==> src/design/prf_pkg.sv <==
`timescale 1ns / 1ps
// ----------------------------------------------------------------------------
// Padding run finder package
// Shared types, codes and constants of the padding run finder.
// ----------------------------------------------------------------------------
package prf_pkg;

   // Command codes carried on the request tuser.
   localparam logic [1:0] CMD_DATA  = 2'd0;
   localparam logic [1:0] CMD_FLUSH = 2'd1;
   localparam logic [1:0] CMD_END   = 2'd2;

   // Register indexes of the configuration port.
   localparam logic [1:0] CSR_MIN_SIZE     = 2'd0;
   localparam logic [1:0] CSR_MAX_CAVES    = 2'd1;
   localparam logic [1:0] CSR_SECTION_BASE = 2'd2;

   localparam logic [7:0]  PAD_CC     = 8'hCC;
   localparam logic [7:0]  PAD_ZERO   = 8'h00;
   localparam logic [31:0] ZERO_EXTRA = 32'd4;
   localparam logic [31:0] ZERO_TRIM  = 32'd2;
   localparam logic [20:0] MIN_LEGAL  = 21'd5;

   localparam logic [20:0] MIN_SIZE_RESET  = 21'd5;
   localparam logic [5:0]  MAX_CAVES_RESET = 6'd32;

   localparam int QUEUE_DEPTH = 4;

   // What the back end has to do with one word.
   typedef enum logic [2:0] {
      KIND_PAD_CC,
      KIND_PAD_ZERO,
      KIND_BREAK,
      KIND_FLUSH,
      KIND_END
   } prf_kind_type;

   typedef struct packed {
      prf_kind_type kind;
      logic [31:0]  byte_offset;
   } prf_item_type;

   typedef struct packed {
      logic [20:0] min_size;
      logic [5:0]  max_caves;
      logic [63:0] section_base;
   } prf_cfg_type;

endpackage

==> src/design/prf_front.sv <==
`timescale 1ns / 1ps
// ----------------------------------------------------------------------------
// Padding run finder front end
// Accepts request words and turns each, but for the unused command, into a work item for the back end.
// ----------------------------------------------------------------------------
module prf_front (
   input  logic                 req_tvalid,
   output logic                 req_tready,
   input  logic [1:0]           req_cmd,
   input  logic [7:0]           req_data_byte,
   input  logic [31:0]          req_byte_offset,
   input  logic                 queue_full,
   output logic                 push,
   output prf_pkg::prf_item_type push_item
);
   import prf_pkg::*;

   logic keep;

   assign req_tready = !queue_full;

   always_comb begin
      keep = 1'b1;
      push_item.byte_offset = req_byte_offset;
      push_item.kind = KIND_BREAK;
      unique case (req_cmd)
         CMD_DATA: begin
            if (req_data_byte == PAD_CC) begin
               push_item.kind = KIND_PAD_CC;
            end else if (req_data_byte == PAD_ZERO) begin
               push_item.kind = KIND_PAD_ZERO;
            end else begin
               push_item.kind = KIND_BREAK;
            end
         end
         CMD_FLUSH: push_item.kind = KIND_FLUSH;
         CMD_END:   push_item.kind = KIND_END;
         default:   keep = 1'b0;   // unused command has no effect
      endcase
   end

   assign push = req_tvalid && req_tready && keep;

endmodule

==> src/design/prf_queue.sv <==
`timescale 1ns / 1ps
// ----------------------------------------------------------------------------
// Padding run finder queue
// Short first-in first-out queue of work items between front and back end.
// ----------------------------------------------------------------------------
module prf_queue #(
   parameter int DEPTH = prf_pkg::QUEUE_DEPTH
) (
   input  logic                 clock,
   input  logic                 reset,
   input  logic                 push,
   input  prf_pkg::prf_item_type push_item,
   output logic                 full,
   output logic                 head_valid,
   output prf_pkg::prf_item_type head_item,
   input  logic                 pop
);
   import prf_pkg::*;

   localparam int PTR_W = (DEPTH > 1) ? $clog2(DEPTH) : 1;
   localparam int CNT_W = $clog2(DEPTH + 1);

   prf_item_type entry_ff [DEPTH];
   logic [PTR_W-1:0] wr_ptr_ff, wr_ptr_in;
   logic [PTR_W-1:0] rd_ptr_ff, rd_ptr_in;
   logic [CNT_W-1:0] count_ff, count_in;
   logic do_pop;

   assign full = (count_ff == CNT_W'(DEPTH));
   assign head_valid = (count_ff != '0);
   assign head_item = entry_ff[rd_ptr_ff];
   assign do_pop = pop && head_valid;

   always_comb begin
      wr_ptr_in = wr_ptr_ff;
      rd_ptr_in = rd_ptr_ff;
      count_in = count_ff;
      if (push) begin
         wr_ptr_in = (wr_ptr_ff == PTR_W'(DEPTH - 1)) ? '0 : wr_ptr_ff + 1'b1;
      end
      if (do_pop) begin
         rd_ptr_in = (rd_ptr_ff == PTR_W'(DEPTH - 1)) ? '0 : rd_ptr_ff + 1'b1;
      end
      if (push && !do_pop) begin
         count_in = count_ff + 1'b1;
      end else if (do_pop && !push) begin
         count_in = count_ff - 1'b1;
      end
   end

   always_ff @(posedge clock) begin
      if (reset) begin
         wr_ptr_ff <= '0;
         rd_ptr_ff <= '0;
         count_ff <= '0;
      end else begin
         wr_ptr_ff <= wr_ptr_in;
         rd_ptr_ff <= rd_ptr_in;
         count_ff <= count_in;
      end
   end

   always_ff @(posedge clock) begin
      if (push) begin
         entry_ff[wr_ptr_ff] <= push_item;
      end
   end

endmodule

==> src/design/prf_back.sv <==
`timescale 1ns / 1ps
// ----------------------------------------------------------------------------
// Padding run finder back end
// Tracks the open padding run and registers a result when a run that meets the limits closes.
// ----------------------------------------------------------------------------
module prf_back (
   input  logic                 clock,
   input  logic                 reset,
   input  prf_pkg::prf_cfg_type cfg,
   input  logic                 head_valid,
   input  prf_pkg::prf_item_type head_item,
   output logic                 pop,
   output logic                 rsp_tvalid,
   input  logic                 rsp_tready,
   output logic [63:0]          rsp_run_address,
   output logic [31:0]          rsp_run_length
);
   import prf_pkg::*;

   logic        in_run_ff, in_run_in;
   logic        zeros_only_ff, zeros_only_in;
   logic [31:0] start_ff, start_in;
   logic [31:0] length_ff, length_in;
   logic [5:0]  count_ff, count_in;
   logic        out_valid_ff, out_valid_in;
   logic [63:0] address_ff, address_in;
   logic [31:0] out_length_ff, out_length_in;

   logic        strict;
   logic        is_close;
   logic [31:0] need;
   logic        hit;
   logic [32:0] start_trim;

   assign pop = head_valid && (!out_valid_ff || rsp_tready);

   assign is_close = (head_item.kind == KIND_BREAK) || (head_item.kind == KIND_FLUSH)
                     || (head_item.kind == KIND_END);
   assign strict = (head_item.kind != KIND_FLUSH);
   assign need = (strict && zeros_only_ff) ? {11'd0, cfg.min_size} + ZERO_EXTRA
                                           : {11'd0, cfg.min_size};
   assign hit = pop && is_close && in_run_ff && (cfg.min_size >= MIN_LEGAL)
                && (count_ff < cfg.max_caves) && (length_ff >= need);
   assign start_trim = zeros_only_ff ? {1'b0, start_ff} + {1'b0, ZERO_TRIM}
                                     : {1'b0, start_ff};

   always_comb begin
      in_run_in = in_run_ff;
      zeros_only_in = zeros_only_ff;
      start_in = start_ff;
      length_in = length_ff;
      count_in = count_ff;
      address_in = address_ff;
      out_length_in = out_length_ff;
      out_valid_in = out_valid_ff && !rsp_tready;
      if (pop) begin
         unique case (head_item.kind)
            KIND_PAD_CC, KIND_PAD_ZERO: begin
               if (!in_run_ff) begin
                  in_run_in = 1'b1;
                  start_in = head_item.byte_offset;
                  length_in = 32'd1;
                  zeros_only_in = (head_item.kind == KIND_PAD_ZERO);
               end else begin
                  // The length holds once it reaches its top value.
                  if (length_ff != '1) begin
                     length_in = length_ff + 1'b1;
                  end
                  if (head_item.kind == KIND_PAD_CC) begin
                     zeros_only_in = 1'b0;
                  end
               end
            end
            KIND_BREAK, KIND_FLUSH, KIND_END: begin
               in_run_in = 1'b0;
               length_in = '0;
               if (hit) begin
                  out_valid_in = 1'b1;
                  address_in = cfg.section_base + {31'd0, start_trim};
                  out_length_in = zeros_only_ff ? length_ff - ZERO_EXTRA : length_ff;
                  count_in = count_ff + 1'b1;
               end
               if (head_item.kind == KIND_END) begin
                  zeros_only_in = 1'b0;
                  start_in = '0;
                  count_in = '0;
               end
            end
            default: ;
         endcase
      end
   end

   always_ff @(posedge clock) begin
      if (reset) begin
         in_run_ff <= 1'b0;
         zeros_only_ff <= 1'b0;
         start_ff <= '0;
         length_ff <= '0;
         count_ff <= '0;
         out_valid_ff <= 1'b0;
      end else begin
         in_run_ff <= in_run_in;
         zeros_only_ff <= zeros_only_in;
         start_ff <= start_in;
         length_ff <= length_in;
         count_ff <= count_in;
         out_valid_ff <= out_valid_in;
      end
   end

   always_ff @(posedge clock) begin
      address_ff <= address_in;
      out_length_ff <= out_length_in;
   end

   assign rsp_tvalid = out_valid_ff;
   assign rsp_run_address = address_ff;
   assign rsp_run_length = out_length_ff;

endmodule

==> src/design/padding_run_finder_core.sv <==
`timescale 1ns / 1ps
// ----------------------------------------------------------------------------
// Padding run finder
// Finds runs of 0xCC and 0x00 bytes in a section byte stream.
// ----------------------------------------------------------------------------
// The core takes one word per clock cycle while its work queue has room; the
// word that closes a run passes the queue before the run is registered.
// A small work queue sits between the word classifier and the run tracker,
// so a stalled result channel holds the tracker while up to QUEUE_DEPTH
// words are still taken in; the single result register then sets the pace,
// one word per cycle whenever results are taken as they come.
module padding_run_finder_core #(
   parameter int QUEUE_DEPTH = prf_pkg::QUEUE_DEPTH
) (
   input  logic        clock,
   input  logic        reset,
   input  logic        req_tvalid,
   output logic        req_tready,
   input  logic [39:0] req_tdata,   // data_byte [7:0], byte_offset [39:8]
   input  logic [1:0]  req_tuser,   // cmd [1:0]
   output logic        rsp_tvalid,
   input  logic        rsp_tready,
   output logic [95:0] rsp_tdata,   // run_address [63:0], run_length [95:64]
   input  logic        csr_we,
   input  logic [1:0]  csr_index,
   input  logic [63:0] csr_wdata
);
   import prf_pkg::*;

   prf_cfg_type  cfg_ff, cfg_in;
   logic         push;
   prf_item_type push_item;
   logic         queue_full;
   logic         head_valid;
   prf_item_type head_item;
   logic         pop;
   logic [63:0]  run_address;
   logic [31:0]  run_length;

   always_comb begin
      cfg_in = cfg_ff;
      if (csr_we) begin
         unique case (csr_index)
            CSR_MIN_SIZE:     cfg_in.min_size = csr_wdata[20:0];
            CSR_MAX_CAVES:    cfg_in.max_caves = csr_wdata[5:0];
            CSR_SECTION_BASE: cfg_in.section_base = csr_wdata;
            default: ;
         endcase
      end
   end

   always_ff @(posedge clock) begin
      if (reset) begin
         cfg_ff.min_size <= MIN_SIZE_RESET;
         cfg_ff.max_caves <= MAX_CAVES_RESET;
         cfg_ff.section_base <= '0;
      end else begin
         cfg_ff <= cfg_in;
      end
   end

   prf_front u_front (
      .req_tvalid      (req_tvalid),
      .req_tready      (req_tready),
      .req_cmd         (req_tuser),
      .req_data_byte   (req_tdata[7:0]),
      .req_byte_offset (req_tdata[39:8]),
      .queue_full      (queue_full),
      .push            (push),
      .push_item       (push_item)
   );

   prf_queue #(
      .DEPTH (QUEUE_DEPTH)
   ) u_queue (
      .clock      (clock),
      .reset      (reset),
      .push       (push),
      .push_item  (push_item),
      .full       (queue_full),
      .head_valid (head_valid),
      .head_item  (head_item),
      .pop        (pop)
   );

   prf_back u_back (
      .clock           (clock),
      .reset           (reset),
      .cfg             (cfg_ff),
      .head_valid      (head_valid),
      .head_item       (head_item),
      .pop             (pop),
      .rsp_tvalid      (rsp_tvalid),
      .rsp_tready      (rsp_tready),
      .rsp_run_address (run_address),
      .rsp_run_length  (run_length)
   );

   assign rsp_tdata = {run_length, run_address};

endmodule

==> config.mk <==
export PLATFORM = sky130hd
export DESIGN_NAME = padding_run_finder_core
export DESIGN_NICKNAME = d
export VERILOG_FILES = /design/src/design/prf_pkg.sv /design/src/design/prf_front.sv /design/src/design/prf_queue.sv /design/src/design/prf_back.sv /design/src/design/padding_run_finder_core.sv
export SDC_FILE = /design/constraint.sdc
export NUM_CORES = 1
export LEC_CHECK = 0
export ABC_AREA = 1
export BUFFER_PORTS_ARGS = -buffer_cell sky130_fd_sc_hd__clkbuf_2
export CAP_MARGIN = 10
export CORE_MARGIN = 5
export CORE_UTILIZATION = 52
export DETAILED_ROUTE_END_ITERATION = 10
export PLACE_DENSITY = 0.71
export SYNTH_ARGS = -nofsm -noshare
export SYNTH_HDL_FRONTEND = slang
export SYNTH_HIERARCHICAL = 1
export SYNTH_SLANG_ARGS = --single-unit
==> constraint.sdc <==
create_clock -name clock -period 8.25 [get_ports clock]
set_input_delay 1.2375 -clock clock [delete_from_list [all_inputs] [get_ports clock]]
set_output_delay 1.2375 -clock clock [all_outputs]
set_load 0.05 [all_outputs]
==> impl_metrics.yaml <==
synth:
  synthArstFlopShare_pct: 0
  syn_inst: 2793
  synth_cell_types: 57
  ys_seq_elements: 409
  yosysTopAreaCellShare_pct: 31.9
  ys_warn_count: 6
  syn_avg_cell_area_sq_um: 7.95
  synth_top_area_cell: "edfxtp_1"
  synth_nets: 2981
  synth_seq_area_share_pct: 47.5
  synth_top_flop_cell: "edfxtp_1"
  ys_top_cells_by_area: "edfxtp_1, dfxtp_1, nand2_1, nor2_1, inv_1"
  synth_enable_flop_cells: 236
  syn-cell-area_sq_um: 22200
setup_path:
  worstPathArrival_ps: 6250
  crit_buf_inv: 5
  critPathMaxStageDelay_ps: 860
  crit_path_end_kind: "flip-flop"
  cp_max_fo: 75
  required_ps: 8510
  cpMostUsedCell: "nand2_1"
  slowest_stage: "inv_4"
  critical_path_class: "flip-flop to flip-flop"
  critPathTopFamily: "simple AND/OR/NAND/NOR gates"
  path_cells: "inv_4, o21ai_1, o22ai_1, nand3_1, nand2_1, nor2_1, inv_1, nor3_1, xnor2_1, ha_1, nand2_1, nor2_1, nand2_1, nor2_1, nand2_1, nand2_1, inv_1, nand2_1, nand2_1, nand2_1, nand2_1, inv_4, buf_4"
  cp-start-kind: "flip-flop"
clock_tree:
  clk_pin_slew_ps: 60
  cts_tree: "done"
  cts-htree-levels: 2
  cts-resized-gates: 0
  clk_path_buf_depth: 3
  cts.sinks: 409
  cts_buffers: 43
  ctsHoldBuffers: 0
  root_buffer: "clkbuf_16"
  cts_setup_buffers: 0
  clk_latency_ps: 590
timing:
  slew_viol_final: 0
  rsz0062_at_grt: "false"
  worst_slew_pin_slew_ps: 1050
  hold_slack_ps: 477
  min_period_ps: 5990
  slew-limit-headroom_pct: 29.8
  skew_ps: 16.2
  setup-tns-final_ps: 0
  setup_violations: 0
  finalHoldViolations: 0
  fmax_mhz: 167
  fin_crit_sh_pct: 72.7
drt:
  routed-via-count: 18800
  viasPerCell: 5.35
  wl_per_cell_microns: 17.2
  drt_wl_total_mm: 60.3
  dr.first_iter.drc_count: 1780
  drc_errors: 0
  ant_nets: 0
  drt_first_pass_iters: 6
place:
  place_hpwl_mm: 45.1
  gp_congestion: 0.954
  portBuffers: 210
  dpl.cell_count: 3435
die:
  die-area_sq_um: 47000
  rows: 75
  die_w_microns: 217
  ios: 211
  initial_utilization_pct: 52.7
  die_y_microns: 217
  core_sq_um: 42100
flow_run:
  maxCapViolCount: 0
layout:
  utilization_pct: 58.8
  finalNonFillerCells: 3515
  nets: 3129
  syn_to_final_growth_pct: 11.5
  fill_cells: 3811
  drive_above_1_share_pct: 11.3
min_path:
  hold_class: "flip-flop to flip-flop"
  worstHoldStart: "u_back/start_ff[27]"
global_routing:
  grt-ovfl-total: 0
  grt_max_degree: 92
  grt_pass1_vias: 17600
  grt_usage_pct: 25.1
  grt_pass1_wl_mm: 94.7
  antenna_found_initial: 1
outcome:
  outcome: "finished clean"
pwr:
  peakVddDrop_uv: 241
  p_per_area_nw_per_um2: 240
  power_leakage_nw: 10.8
kinds of logic (layout without fill, tap and decap cells):
group | Yosys count | after routing | share of synthesized area (%)
AOI/OAI and AO/OA | 340 | 340 | 8.31
DFF | 409 | 409 | 47.5
other | 0 | 1 | 0
adders and majority gates | 75 | 75 | 4.29
buffers and inverters | 465 | 647 | 9.01
and+or+nand+nor | 1388 | 1388 | 26.3
xor gates and xnor gates | 116 | 116 | 4.57
power breakdown:
part / total (mW) / switching (mW) / internal, mW
registers: 2.49 / 0.138 / 2.35
logic: 1.49 / 1.04 / 0.451
clock network: 1.96 / 0.825 / 1.14
total: 5.94 / 2.00 / 3.94
synthesized netlist by cell type, drive strengths merged (27+ instances only):
cell	number
a21oi	146
buf	92
clkbuf	27
dfxtp	173
edfxtp	236
ha	73
inv	345
nand2	637
nand3	149
nand4	43
nor2	457
nor3	72
o21ai	129
o22ai	35
xor2	105
stage by stage:
step                total power [mW]  area [sq um]  setup slack, ps
floorplan                       3.60         22200             3010
global placement                3.95         23300             2430
detailed placement              3.99         23300             2280
CTS                             5.96         24800             2250
global route                    6.25         24800             1610
finish                          5.94         24800             2260
cell type report:
cell class              instances  area (sq um)  area share [%]
diodes                          1          2.50          0.0101
clock buffers                  61          1180            4.78
clock inverters                18           230           0.930
inverters                     346          1310            5.28
multi-input cells            1919          9670            39.1
flip-flops and latches        409         10600            42.6
well taps                     539           674            2.72
repair buffers                222          1140            4.61
flip-flops by register name, summed over array words and instances (netlist names), named ones only:
signal                  cells
cfg_ff                     91
u_back/length_ff           32
u_queue/rd_ptr_ff           2
u_queue/entry_ff          140
u_back/zeros_only_ff        1
u_back/rsp_run_address     64
u_back/start_ff            32
u_back/rsp_run_length      32
u_back/count_ff             6
u_back/in_run_ff            1
u_queue/count_ff            3
u_back/rsp_tvalid           1
u_queue/wr_ptr_ff           2
final timing paths:
kind | depth (start not counted) | end | slack [ps]
min | 2 | u_back/start_ff[27] | 480
max reg2reg | 23 | u_back/rsp_run_address[44] | 2260
min reg2reg | 2 | u_back/start_ff[27] | 480
max | 23 | u_back/rsp_run_address[44] | 2260
tightest hold or removal path, cell delays in order (launching register included):
cell and delay, ps:
dfxtp_1 310, nand2_1 60, a21oi_1 50
layer usage:
layer  share of wire [%]  vias to the layer above  GRT usage [%]  wire [microns]
li1                    -                     9367              -               -
met1                  47                     8672           38.1           28300
met2                  43                      690           37.5           25800
met3                 8.2                       79           4.17            4920
met4                 2.2                        0           6.40            1330
met5                   0                        -              0               0
cells in the final DEF, fill, tap and decap left out, drive strengths merged, types with 35 or more instances in the layout:
cell	count
a21oi	146
clkbuf	271
dfxtp	173
edfxtp	236
ha	73
inv	346
nand2	637
nand3	149
nand4	43
nor2	457
nor3	72
o21ai	129
o22ai	35
xor2	105
No activity file was read; power rests on OpenSTA's default activity.
